[src/hdl/assert_macros.svh]
// Assertion helpers shared by the RTL modules.
`ifndef ASSERT_MACROS_SVH
`define ASSERT_MACROS_SVH

// Check a property on every rising clock edge outside reset.
`define ASSERT_AT(lbl, clk, rst_n, prop) \
    lbl: assert property (@(posedge clk) disable iff (!rst_n) (prop)) \
        else $error("assertion failed");

// Check that a condition implies another one in the next cycle.
`define ASSERT_NEXT(lbl, clk, rst_n, cond, conseq) \
    lbl: assert property (@(posedge clk) disable iff (!rst_n) (cond) |=> (conseq)) \
        else $error("assertion failed");

`endif

[src/hdl/spa_pkg.sv]
`default_nettype none

package spa_pkg;

    localparam int SLOT_COUNT_DEF = 32;

    localparam logic FUNC_ALLOC = 1'b0;
    localparam logic FUNC_FREE  = 1'b1;

    typedef enum logic [1:0] {
        ST_DONE       = 2'd0,
        ST_EMPTY      = 2'd1,
        ST_NOT_ACTIVE = 2'd2
    } status_t;

    typedef struct packed {
        logic load;
        logic pop;
        logic grant;
        logic release_slot;
        logic reject_empty;
        logic reject_free;
    } dp_cmd_t;

    typedef struct packed {
        logic op_free;
        logic pool_empty;
        logic can_release;
    } dp_stat_t;

endpackage

`default_nettype wire

[src/hdl/spa_datapath.sv]
`default_nettype none
`include "assert_macros.svh"

module spa_datapath #(
    parameter int SLOT_COUNT = spa_pkg::SLOT_COUNT_DEF
) (
    input  wire logic             clk,
    input  wire logic             rst_n,
    input  wire spa_pkg::dp_cmd_t cmd,
    output spa_pkg::dp_stat_t     stat,
    input  wire logic [7:0]       s_tdata,  // [4:0] slot_number, [7:5] zero
    input  wire logic             s_tuser,  // [0] func
    output logic [7:0]            m_tdata   // [1:0] status, [6:2] granted_slot, [7] zero
);
    import spa_pkg::*;

    localparam int IDX_W = (SLOT_COUNT > 1) ? $clog2(SLOT_COUNT) : 1;
    localparam int CNT_W = $clog2(SLOT_COUNT + 1);

    logic [IDX_W-1:0] stack_mem [SLOT_COUNT];
    logic [IDX_W-1:0] rdata_reg;

    logic             func_reg;
    logic [4:0]       slot_reg;
    logic [CNT_W-1:0] count_reg;
    logic [CNT_W-1:0] lw_reg;
    logic             init_sel_reg;
    logic [IDX_W-1:0] init_val_reg;
    logic [SLOT_COUNT-1:0] active_reg;
    status_t          status_reg;
    logic [4:0]       granted_reg;

    logic [IDX_W-1:0] pop_idx;
    logic [IDX_W-1:0] slot_idx;
    logic [IDX_W-1:0] popped;
    logic             in_range;
    logic             result_load;
    status_t          status_next;
    logic [4:0]       granted_next;

    assign pop_idx  = IDX_W'(count_reg - CNT_W'(1));
    assign slot_idx = IDX_W'(slot_reg);
    assign in_range = 32'(slot_reg) < SLOT_COUNT;
    assign popped   = init_sel_reg ? init_val_reg : rdata_reg;

    assign stat.op_free     = func_reg == FUNC_FREE;
    assign stat.pool_empty  = count_reg == '0;
    assign stat.can_release = in_range && active_reg[slot_idx]
                              && (32'(count_reg) < SLOT_COUNT);

    assign result_load = cmd.grant | cmd.release_slot | cmd.reject_empty | cmd.reject_free;

    always_comb
    begin
        status_next  = ST_DONE;
        granted_next = '0;
        if (cmd.grant)
        begin
            granted_next = 5'(popped);
        end
        else if (cmd.release_slot)
        begin
            granted_next = slot_reg;
        end
        else if (cmd.reject_empty)
        begin
            status_next = ST_EMPTY;
        end
        else
        begin
            status_next = ST_NOT_ACTIVE;
        end
    end

    always_ff @(posedge clk)
    begin
        if (cmd.release_slot)
        begin
            stack_mem[count_reg[IDX_W-1:0]] <= slot_idx;
        end
        if (cmd.pop)
        begin
            rdata_reg <= stack_mem[pop_idx];
        end
    end

    always_ff @(posedge clk)
    begin
        if (cmd.load)
        begin
            func_reg <= s_tuser;
            slot_reg <= s_tdata[4:0];
        end
        if (cmd.pop)
        begin
            init_sel_reg <= CNT_W'(pop_idx) < lw_reg;
            init_val_reg <= IDX_W'(SLOT_COUNT - 1) - pop_idx;
        end
        if (result_load)
        begin
            status_reg  <= status_next;
            granted_reg <= granted_next;
        end
    end

    always_ff @(posedge clk or negedge rst_n)
    begin
        if (!rst_n)
        begin
            count_reg  <= CNT_W'(SLOT_COUNT);
            lw_reg     <= CNT_W'(SLOT_COUNT);
            active_reg <= '0;
        end
        else
        begin
            if (cmd.pop)
            begin
                count_reg <= count_reg - CNT_W'(1);
                if (CNT_W'(pop_idx) < lw_reg)
                begin
                    lw_reg <= CNT_W'(pop_idx);
                end
            end
            if (cmd.grant)
            begin
                active_reg[popped] <= 1'b1;
            end
            if (cmd.release_slot)
            begin
                count_reg            <= count_reg + CNT_W'(1);
                active_reg[slot_idx] <= 1'b0;
            end
        end
    end

    assign m_tdata = {1'b0, granted_reg, status_reg};

    `ASSERT_AT(a_count_bound, clk, rst_n, 32'(count_reg) <= SLOT_COUNT)
    `ASSERT_AT(a_lw_below_count, clk, rst_n, lw_reg <= count_reg || cmd.grant == 1'b0)
    `ASSERT_NEXT(a_slot_conserved, clk, rst_n, cmd.load,
        ($countones(active_reg) + int'(count_reg)) == SLOT_COUNT)

endmodule

`default_nettype wire

[src/hdl/spa_ctrl.sv]
`default_nettype none
`include "assert_macros.svh"

module spa_ctrl (
    input  wire logic              clk,
    input  wire logic              rst_n,
    input  wire logic              s_tvalid,
    output logic                   s_tready,
    output logic                   m_tvalid,
    input  wire logic              m_tready,
    input  wire spa_pkg::dp_stat_t stat,
    output spa_pkg::dp_cmd_t       cmd
);
    import spa_pkg::*;

    typedef enum logic [1:0] {
        S_IDLE,
        S_EXEC,
        S_READ
    } state_t;

    state_t state_reg;
    state_t state_next;
    logic   out_valid_reg;
    logic   out_valid_next;
    logic   out_free;
    logic   result_load;

    assign out_free = !out_valid_reg || m_tready;

    always_comb
    begin
        cmd        = '0;
        state_next = state_reg;
        unique case (state_reg)
            S_IDLE:
            begin
                if (s_tvalid)
                begin
                    cmd.load   = 1'b1;
                    state_next = S_EXEC;
                end
            end
            S_EXEC:
            begin
                if (stat.op_free)
                begin
                    if (out_free)
                    begin
                        cmd.release_slot = stat.can_release;
                        cmd.reject_free  = !stat.can_release;
                        state_next       = S_IDLE;
                    end
                end
                else if (stat.pool_empty)
                begin
                    if (out_free)
                    begin
                        cmd.reject_empty = 1'b1;
                        state_next       = S_IDLE;
                    end
                end
                else
                begin
                    cmd.pop    = 1'b1;
                    state_next = S_READ;
                end
            end
            S_READ:
            begin
                if (out_free)
                begin
                    cmd.grant  = 1'b1;
                    state_next = S_IDLE;
                end
            end
            default:
            begin
                state_next = S_IDLE;
            end
        endcase
    end

    assign result_load    = cmd.grant | cmd.release_slot | cmd.reject_empty | cmd.reject_free;
    assign out_valid_next = result_load || (out_valid_reg && !m_tready);

    always_ff @(posedge clk or negedge rst_n)
    begin
        if (!rst_n)
        begin
            state_reg     <= S_IDLE;
            out_valid_reg <= 1'b0;
        end
        else
        begin
            state_reg     <= state_next;
            out_valid_reg <= out_valid_next;
        end
    end

    assign s_tready = state_reg == S_IDLE;
    assign m_tvalid = out_valid_reg;

    `ASSERT_AT(a_one_result, clk, rst_n,
        $onehot0({cmd.grant, cmd.release_slot, cmd.reject_empty, cmd.reject_free}))
    `ASSERT_NEXT(a_pop_then_grant_wait, clk, rst_n, cmd.pop, state_reg == S_READ)
    `ASSERT_AT(a_no_overwrite, clk, rst_n, !(result_load && out_valid_reg && !m_tready))

endmodule

`default_nettype wire

[src/hdl/slot_pool_allocator.sv]
// Channel | Dir | tdata                              | tuser
// s_*     | in  | [4:0] slot_number                  | [0] func
// m_*     | out | [1:0] status, [6:2] granted_slot   | none
//
// An item is taken in the idle state; its result loads from the execute state
// for free and for allocate on an empty pool, and from the read state after a
// stack memory read for a granted allocate. The next item can be taken from the
// cycle after the result loads. Reset needs no clearing pass: stack entries never
// written are decoded from a low-water mark of the free count. The result waits
// in an output register; a following item is held, after any pop, until it frees.
`default_nettype none

module slot_pool_allocator #(
    parameter int SLOT_COUNT = spa_pkg::SLOT_COUNT_DEF
) (
    input  wire logic       clk,
    input  wire logic       rst_n,
    input  wire logic       s_tvalid,
    output logic            s_tready,
    input  wire logic [7:0] s_tdata,  // [4:0] slot_number, [7:5] zero
    input  wire logic       s_tuser,  // [0] func
    output logic            m_tvalid,
    input  wire logic       m_tready,
    output logic [7:0]      m_tdata   // [1:0] status, [6:2] granted_slot, [7] zero
);
    import spa_pkg::*;

    dp_cmd_t  cmd;
    dp_stat_t stat;

    spa_ctrl u_ctrl (
        .clk      (clk),
        .rst_n    (rst_n),
        .s_tvalid (s_tvalid),
        .s_tready (s_tready),
        .m_tvalid (m_tvalid),
        .m_tready (m_tready),
        .stat     (stat),
        .cmd      (cmd)
    );

    spa_datapath #(
        .SLOT_COUNT (SLOT_COUNT)
    ) u_datapath (
        .clk     (clk),
        .rst_n   (rst_n),
        .cmd     (cmd),
        .stat    (stat),
        .s_tdata (s_tdata),
        .s_tuser (s_tuser),
        .m_tdata (m_tdata)
    );

endmodule

`default_nettype wire
[config.mk]
export PLATFORM = sky130hd
export DESIGN_NAME = slot_pool_allocator
export DESIGN_NICKNAME = d
export VERILOG_FILES = /design/src/hdl/spa_pkg.sv /design/src/hdl/spa_datapath.sv /design/src/hdl/spa_ctrl.sv /design/src/hdl/slot_pool_allocator.sv
export VERILOG_INCLUDE_DIRS = /design/src /design/src/hdl
export SDC_FILE = /design/constraint.sdc
export NUM_CORES = 1
export LEC_CHECK = 0
export BUFFER_PORTS_ARGS = -buffer_cell sky130_fd_sc_hd__buf_2
export CORE_ASPECT_RATIO = 1.4
export CORE_MARGIN = 4
export CORE_UTILIZATION = 48
export CTS_CLUSTER_SIZE = 28
export DETAILED_ROUTE_END_ITERATION = 8
export PLACE_DENSITY_LB_ADDON = 0.08
export SKIP_CTS_REPAIR_TIMING = 1
export SYNTH_ARGS = -nofsm -noshare
export SYNTH_HDL_FRONTEND = slang
export SYNTH_HIERARCHICAL = 1
export SYNTH_SLANG_ARGS = --single-unit
[constraint.sdc]
create_clock -name clk -period 3.3 [get_ports clk]
set_input_delay 0.495 -clock clk [delete_from_list [all_inputs] [get_ports clk]]
set_output_delay 0.495 -clock clk [all_outputs]
set_load 0.05 [all_outputs]
==> key figures, run 1 <==
Status
  – Outcome: completed

Final layout
  – Fillcell total: 1593
  – Commonest non-fill, non-tap cell in the layout: edfxtp_1
  – Layout area overhead: 12.9%
  – Largest register FFs: 160
  – Most frequent cells in the layout: edfxtp_1 (184), a21oi_1 (70), mux4_2 (48)
  – Share of cells above drive strength 1: 0.252
  – Antenna cells: 0
  – Fin util: 0.556
  – Total Nets Final: 685

Pwr
  – Psw: 3.21 mW
  – Sw frac: 0.337
  – Logic gate share of total power: 0.355
  – Peak supply drop: ~530 uV
  – Total Power: 9.53 mW
  – PD cells: 858 nW/um^2
  – Internal power: 6.32 mW
  – Sequential Power Share: 0.395
  – Clock share of power: 0.250
  – Static leakage: between 3 and 4 nW

Timing
  – # setup viols final: 0
  – F_max: 307 MHz
  – Final setup margin: 43.2 ps
  – Relative max-transition margin: 0.260
  – Setup Skew: 12.2 ps
  – Final period util: 0.987
  – Fin. max-slew vios: 0
  – RSZ-0062 raised after global routing: yes
  – Worst-Margin Slew: 1110 ps
  – Final min period: 3260 ps
  – Final Hold Vio Count: 0

Clock tree
  – CTS Root Buffer Type: clkbuf_16
  – Sink Count: 231
  – Clock buffer count from CTS: 23
  – CTS tree: done
  – Worst-skew pair later-pin latency: 500 ps
  – H-Tree Depth: 1
  – Clock-pin slew on the worst setup and hold paths: 60 ps
  – Max clock buf depth: 3

Setup path
  – Critical path peak fanout: 11
  – Reg-to-reg slack, setup: 40 ps
  – Reg2reg start: u_datapath/slot_idx[3]$_DFFE_PP_
  – Slowest-stage cell, CP: edfxtp_1
  – CP Launch Type: register
  – Required time at the worst-slack endpoint: 3430 ps
  – Worst setup EP type: register
  – Reg2reg path depth: 8
  – R2R Path End: u_datapath/stack_mem[25][0]$_DFFE_PP_
  – Setup CP Type: register to register
  – Crit path largest cell delay: 580 ps
  – Critical path cell sequence: and3b_1 -> a22o_1 -> a221oi_1 -> a31oi_1 -> nor4bb_4 -> buf_4 -> nand2_1 -> nor2_1
  – CP arrival: 3390 ps

Global route
  – Vias in the first global route: 5895
  – Remaining Overflow, GRT: 0
  – GRT Total Usage: 0.192
  – Largest net degree at the start of global routing: 48
  – Initial antenna violation count: 0
  – First-pass GRT wire length: 33500 microns

Worst hold path
  – Worst Hold Class: primary input to register
  – WHS Endpoint: u_datapath/func_reg$_DFFE_PP_
  – Hold path depth: 1
  – Hold Startpoint: s_tuser

Synthesis
  – Syn. warnings: 6
  – Syn Area/Cell: 15.8 sq um
  – Cell variety after synth: 60
  – Syn Nets: approximately 640
  – Async SR Flop Fraction: 0.203
  – Synth area leader: edfxtp_1
  – Seq/Total Area, Yosys: 0.681
  – Gate Count Post-Synth: slightly above 600
  – Ranking of synthesized cells by area: edfxtp_1 (56%), dfrtp_1 (11%), mux4_2 (11%)
  – Synth Register Bits: 231
  – Post-synth EDFFs: between 150 and 200
  – Dominant synthesized flop cell: edfxtp_1
  – Synth top area share: 0.561
  – Post-Syn Area: 9840 sq um

Floorplanning
  – Die span in y: 177 microns
  – Rows: 61
  – Ports: 23
  – Die W: between 100 and 150 microns
  – Initial core utilization: 0.492
  – Core area: between 15000 and 20000 sq um
  – Die area: 22900 sq um

Placed design
  – Final RePlAce weighted congestion: between 0.8 and 0.9
  – DP HPWL: about 15000 microns
  – Port buffer count: 18
  – DP Worst Slack: -19.3 ps

Routing
  – Vias: 5541
  – Starting DRT DRC Count: 311
  – DRT Wirelength: 21400 microns
  – Wire length per cell: 22.9 microns
  – TritonRoute pass-1 iters: 5
  – Antenna Nets Post-Route: 0
  – Via/cell ratio: 5.95
  – # DRC: 0

Flow run
  – Max Cap Viol: 0
[synthesized netlist by cell type (3+ instances only)]
library cell	count
o22ai_1	3
xor2_1	6
dfrtp_1	45
clkbuf_1	17
a32o_1	5
ha_1	9
nor3_1	5
a21oi_1	70
nand3_1	7
o21ai_0	6
buf_2	6
a31oi_1	3
nand2_1	36
a221oi_1	6
a22oi_1	3
nor2b_1	4
mux4_2	48
mux2i_1	18
nor2_1	52
buf_4	8
inv_1	13
nand2b_1	7
nor3b_1	7
or2_1	3
o21ai_1	6
a21o_1	3
edfxtp_1	184
[worst max path at each step]
stage | start | endpoint | slack (ps) | cells after the start
floorplan | u_datapath/count_reg[0]$_DFFE_PN0P_ | u_datapath/count_reg[5]$_DFFE_PN1P_ | 70 | 11
global placement | u_datapath/slot_idx[0]$_DFFE_PP_ | u_datapath/stack_mem[24][2]$_DFFE_PP_ | -0.8 | 8
detailed placement | u_datapath/slot_idx[0]$_DFFE_PP_ | u_datapath/stack_mem[12][3]$_DFFE_PP_ | -20 | 8
CTS | u_datapath/slot_idx[0]$_DFFE_PP_ | u_datapath/stack_mem[12][3]$_DFFE_PP_ | -60 | 8
global route | u_datapath/slot_idx[3]$_DFFE_PP_ | u_datapath/stack_mem[25][0]$_DFFE_PP_ | -180 | 8
finish | u_datapath/slot_idx[3]$_DFFE_PP_ | u_datapath/stack_mem[25][0]$_DFFE_PP_ | 40 | 8
[critical path: cells and delay by family (launching register included)]
| family | cells | cell delay [ps] |
|---|---|---|
| compound gates | 3 | 590 |
| simple gates | 4 | 1480 |
| buf+inv | 1 | 220 |
| flops | 1 | 580 |
[cell type report]
| cell class | count | area (sq um) | area share |
|---|---|---|---|
| flip-flops and latches | 231 | 6710 | 0.603 |
| well taps | 252 | 315 | 0.0284 |
| clock buffers | 27 | 591 | 0.0531 |
| inverters | 13 | 48.8 | 0.00439 |
| clock inverters | 14 | 96.3 | 0.00867 |
| multi-input cells | 344 | 3000 | 0.270 |
| repair buffers | 50 | 355 | 0.0320 |
[kinds of logic (layout without fill, tap and decap cells)]
| group | Yosys count | count (layout) | share of synthesized area |
|---|---|---|---|
| AOI/OAI and AO/OA | 115 | 115 | 0.0701 |
| buffers and inverters | 47 | 104 | 0.0233 |
| DFF | 231 | 231 | 0.681 |
| xor gates and xnor gates | 8 | 8 | 0.00788 |
| muxes | 70 | 70 | 0.133 |
| other | 1 | 1 | 0.000381 |
| adders and majority gates | 9 | 9 | 0.0114 |
| and+or+nand+nor | 141 | 141 | 0.0730 |
[per-stage QoR]
stage | cell area, sq um | instances | TNS [ps] | hold slack, ps
after global placement | 10400 | 890 | -3.02 | 473
final | 11100 | 931 | 0 | 170
after CTS | 11100 | 931 | -1390 | 151
after floorplan | 9880 | 622 | 0 | 199
after detailed placement | 10400 | 890 | -150 | 479
after global routing | 11100 | 931 | -5640 | 149
[power groups by stage]
stage / combinational [mW] / sequential [mW] / clock (mW)
floorplan: 2.41 / 3.87 / 0
global placement: 3.33 / 3.81 / 0
detailed placement: 3.40 / 3.82 / 0
CTS: 3.41 / 3.76 / 2.45
global route: 3.69 / 3.79 / 2.59
finish: 3.38 / 3.77 / 2.38
[routing by layer]
layer,global-route usage,vias to the layer above,part of all wire
li1,-,2488,-
met1,0.240,2849,0.40
met2,0.339,157,0.53
met3,0.0289,47,0.042
met4,0.0696,0,0.031
met5,0,-,0
No activity file was read; power rests on OpenSTA's default activity.
==> run 2, diff against run 1 <==
Settings changed: CORE_ASPECT_RATIO 1.4 to 1.5, GPL_TIMING_DRIVEN set to 0.
==> run 2 against run 1 <==
- cell count is 3.9% higher
- hold slack improved by 1.8 ps
- critical path depth rose by 2
- combinational power grew 14%
- critical endpoint is now u_datapath/count_reg[4]$_DFFE_PN0P_
- sequential cell count is the same
==> key figures, run 2 (synthesized netlist as in run 1, its figures left out) <==
Status
  – Outcome: completed

Pwr
  – Internal power: 6.53 mW
  – Psw: 3.42 mW
  – Sw frac: 0.344
  – Clock share of power: 0.238
  – PD cells: 864 nW/um^2
  – Peak supply drop: 652 uV
  – Total Power: 9.95 mW
  – Logic gate share of total power: 0.387
  – Static leakage: 4.06 nW
  – Sequential Power Share: 0.375

Timing
  – Relative max-transition margin: 0.264
  – Fin. max-slew vios: 0
  – Worst-Margin Slew: 1100 ps
  – Min Hold Slack: 171 ps
  – F_max: 305 MHz
  – # setup viols final: 0
  – Final period util: 0.993
  – Setup Skew: approximately 11 ps
  – Final min period: 3280 ps
  – Final Hold Vio Count: 0

Final layout
  – Fillcell total: 1550
  – Layout area overhead: 17.1%
  – Share of cells above drive strength 1: 0.293
  – Largest register FFs: 160
  – Antenna cells: 0
  – Non-filler cells, final: 967
  – Most frequent cells in the layout: edfxtp_1 (184), a21oi_1 (70), mux4_2 (48)
  – Total Nets Final: 715
  – Post-route cell area: 11500 sq um
  – Commonest non-fill, non-tap cell in the layout: edfxtp_1

Clock tree
  – Max clock buf depth: 3
  – Clock buffer count from CTS: 23
  – H-Tree Depth: 1
  – Clock-pin slew on the worst setup and hold paths: around 60 ps
  – Worst-skew pair later-pin latency: 500 ps
  – Sink Count: 231
  – CTS Root Buffer Type: clkbuf_16
  – CTS tree: done

Global route
  – Remaining Overflow, GRT: 0
  – GRT Total Usage: 0.196
  – Largest net degree at the start of global routing: 48
  – Initial antenna violation count: 0
  – Vias in the first global route: 5970
  – First-pass GRT wire length: 34500 microns

Routing
  – DRT Wirelength: approximately 23000 microns
  – Vias: 5741
  – Via/cell ratio: 5.94
  – # DRC: 0
  – Wire length per cell: about 24 microns
  – Antenna Nets Post-Route: 0
  – TritonRoute pass-1 iters: 5
  – Starting DRT DRC Count: between 500 and 600

Setup path
  – CP Launch Type: register
  – Slowest-stage cell, CP: mux4_2
  – CP arrival: 3660 ps
  – Crit path largest cell delay: between 500 and 600 ps
  – Reg-to-reg slack, setup: between 20 and 25 ps
  – Required time at the worst-slack endpoint: between 3000 and 4000 ps
  – Critical path cell sequence: buf_16 -> buf_4 -> mux4_2 -> a221oi_2 -> a31oi_2 -> nor4bb_4 -> buf_6 -> nand2_2 -> nor2_2 -> or2_1
  – Critical path peak fanout: 16
  – Setup CP Type: register to register
  – R2R Path End: u_datapath/count_reg[4]$_DFFE_PN0P_
  – Reg2reg start: u_datapath/slot_idx[0]$_DFFE_PP_
  – Worst setup EP type: register
  – Reg2reg path depth: 10

Worst hold path
  – Worst Hold Class: primary input to register
  – Hold path depth: 1
  – WHS Endpoint: u_datapath/slot_idx[3]$_DFFE_PP_
  – Hold Startpoint: s_tdata[3]

Placed design
  – Placed cell count: 900
  – Final RePlAce weighted congestion: 0.873
  – DP HPWL: 14900 microns
  – Post-Place Cell Area: ~10000 sq um
  – Port buffer count: 18

Floorplanning
  – Initial core utilization: 0.493
  – Rows: 63
  – Die W: 125 microns
  – Die span in y: 183 microns
  – Core area: about 20000 sq um
  – Ports: 23
  – Die area: roughly 23000 sq um

Flow run
  – Max Cap Viol: 0
-- run 2: cell count changes in the layout (fill, tap and decap cells not counted), moves of 3 or more --
cell | previous run | this run
buf_2 | 18 | 22
clkbuf_1 | 4 | 17
nor2_4 | 2 | 12
clkbuf_2 | 0 | 3
nor2_1 | 32 | 23
buf_8 | 0 | 3
buf_6 | 0 | 5
-- run 2: power by group through the flow --
stage	clock [mW]	combinational, mW	sequential, mW
floorplan	0	2.41	3.87
global placement	0	3.35	3.85
detailed placement	0	3.41	3.88
CTS	2.43	3.43	3.82
global route	2.58	4.16	3.75
finish	2.37	3.86	3.73
-- run 2: worst max path at each step --
stage	endpoint	startpoint	cells past startpoint
after floorplan	u_datapath/count_reg[5]$_DFFE_PN1P_	u_datapath/count_reg[0]$_DFFE_PN0P_	11
after global placement	u_datapath/stack_mem[15][0]$_DFFE_PP_	u_datapath/slot_idx[1]$_DFFE_PP_	8
after detailed placement	u_datapath/stack_mem[15][1]$_DFFE_PP_	u_datapath/slot_idx[1]$_DFFE_PP_	8
after CTS	u_datapath/stack_mem[15][1]$_DFFE_PP_	u_datapath/slot_idx[1]$_DFFE_PP_	8
after global routing	u_datapath/stack_mem[15][1]$_DFFE_PP_	u_datapath/slot_idx[2]$_DFFE_PP_	9
final	u_datapath/count_reg[4]$_DFFE_PN0P_	u_datapath/slot_idx[0]$_DFFE_PP_	10
-- run 2: metrics by stage --
step                      setup slack (ps)  TNS (ps)   util
after floorplan                       73.4         0      -
final                                 23.4         0  0.578
after CTS                            -2030   -374770  0.550
after detailed placement             -2040   -376030  0.517
after global routing                 -42.6     -1310  0.578
after global placement               -1900   -356400  0.516
-- run 2: area by class of cell --
cell class                      instances  area [sq um]  area share
Clock inverter                          9          65.1     0.00565
Tap cell                              260           325      0.0282
Timing Repair Buffer                   48           412      0.0357
Multi-Input combinational cell        344          3140       0.273
Sequential cell                       231          6710       0.582
Inverter                               13          48.8     0.00424
Buffer                                 32           220      0.0191
Clock buffer                           30           602      0.0522
-- run 2: per-layer routing --
metal / wire length (microns) / GRT usage / share of wire / vias to the layer above
li1: - / - / - / 2553
met1: 8580 / 0.231 / 0.37 / 2948
met2: 12500 / 0.361 / 0.54 / 165
met3: 880 / 0.0248 / 0.038 / 75
met4: 1120 / 0.0825 / 0.049 / 0
met5: 0 / 0 / 0 / -
-- run 2: worst max-delay path, delay by kind of cell, from the launching register on --
family / cells / cell delay (ps)
flops: 1 / 480
simple gates: 4 / 990
mux: 1 / 530
buf+inv: 3 / 560
compound gates: 2 / 570
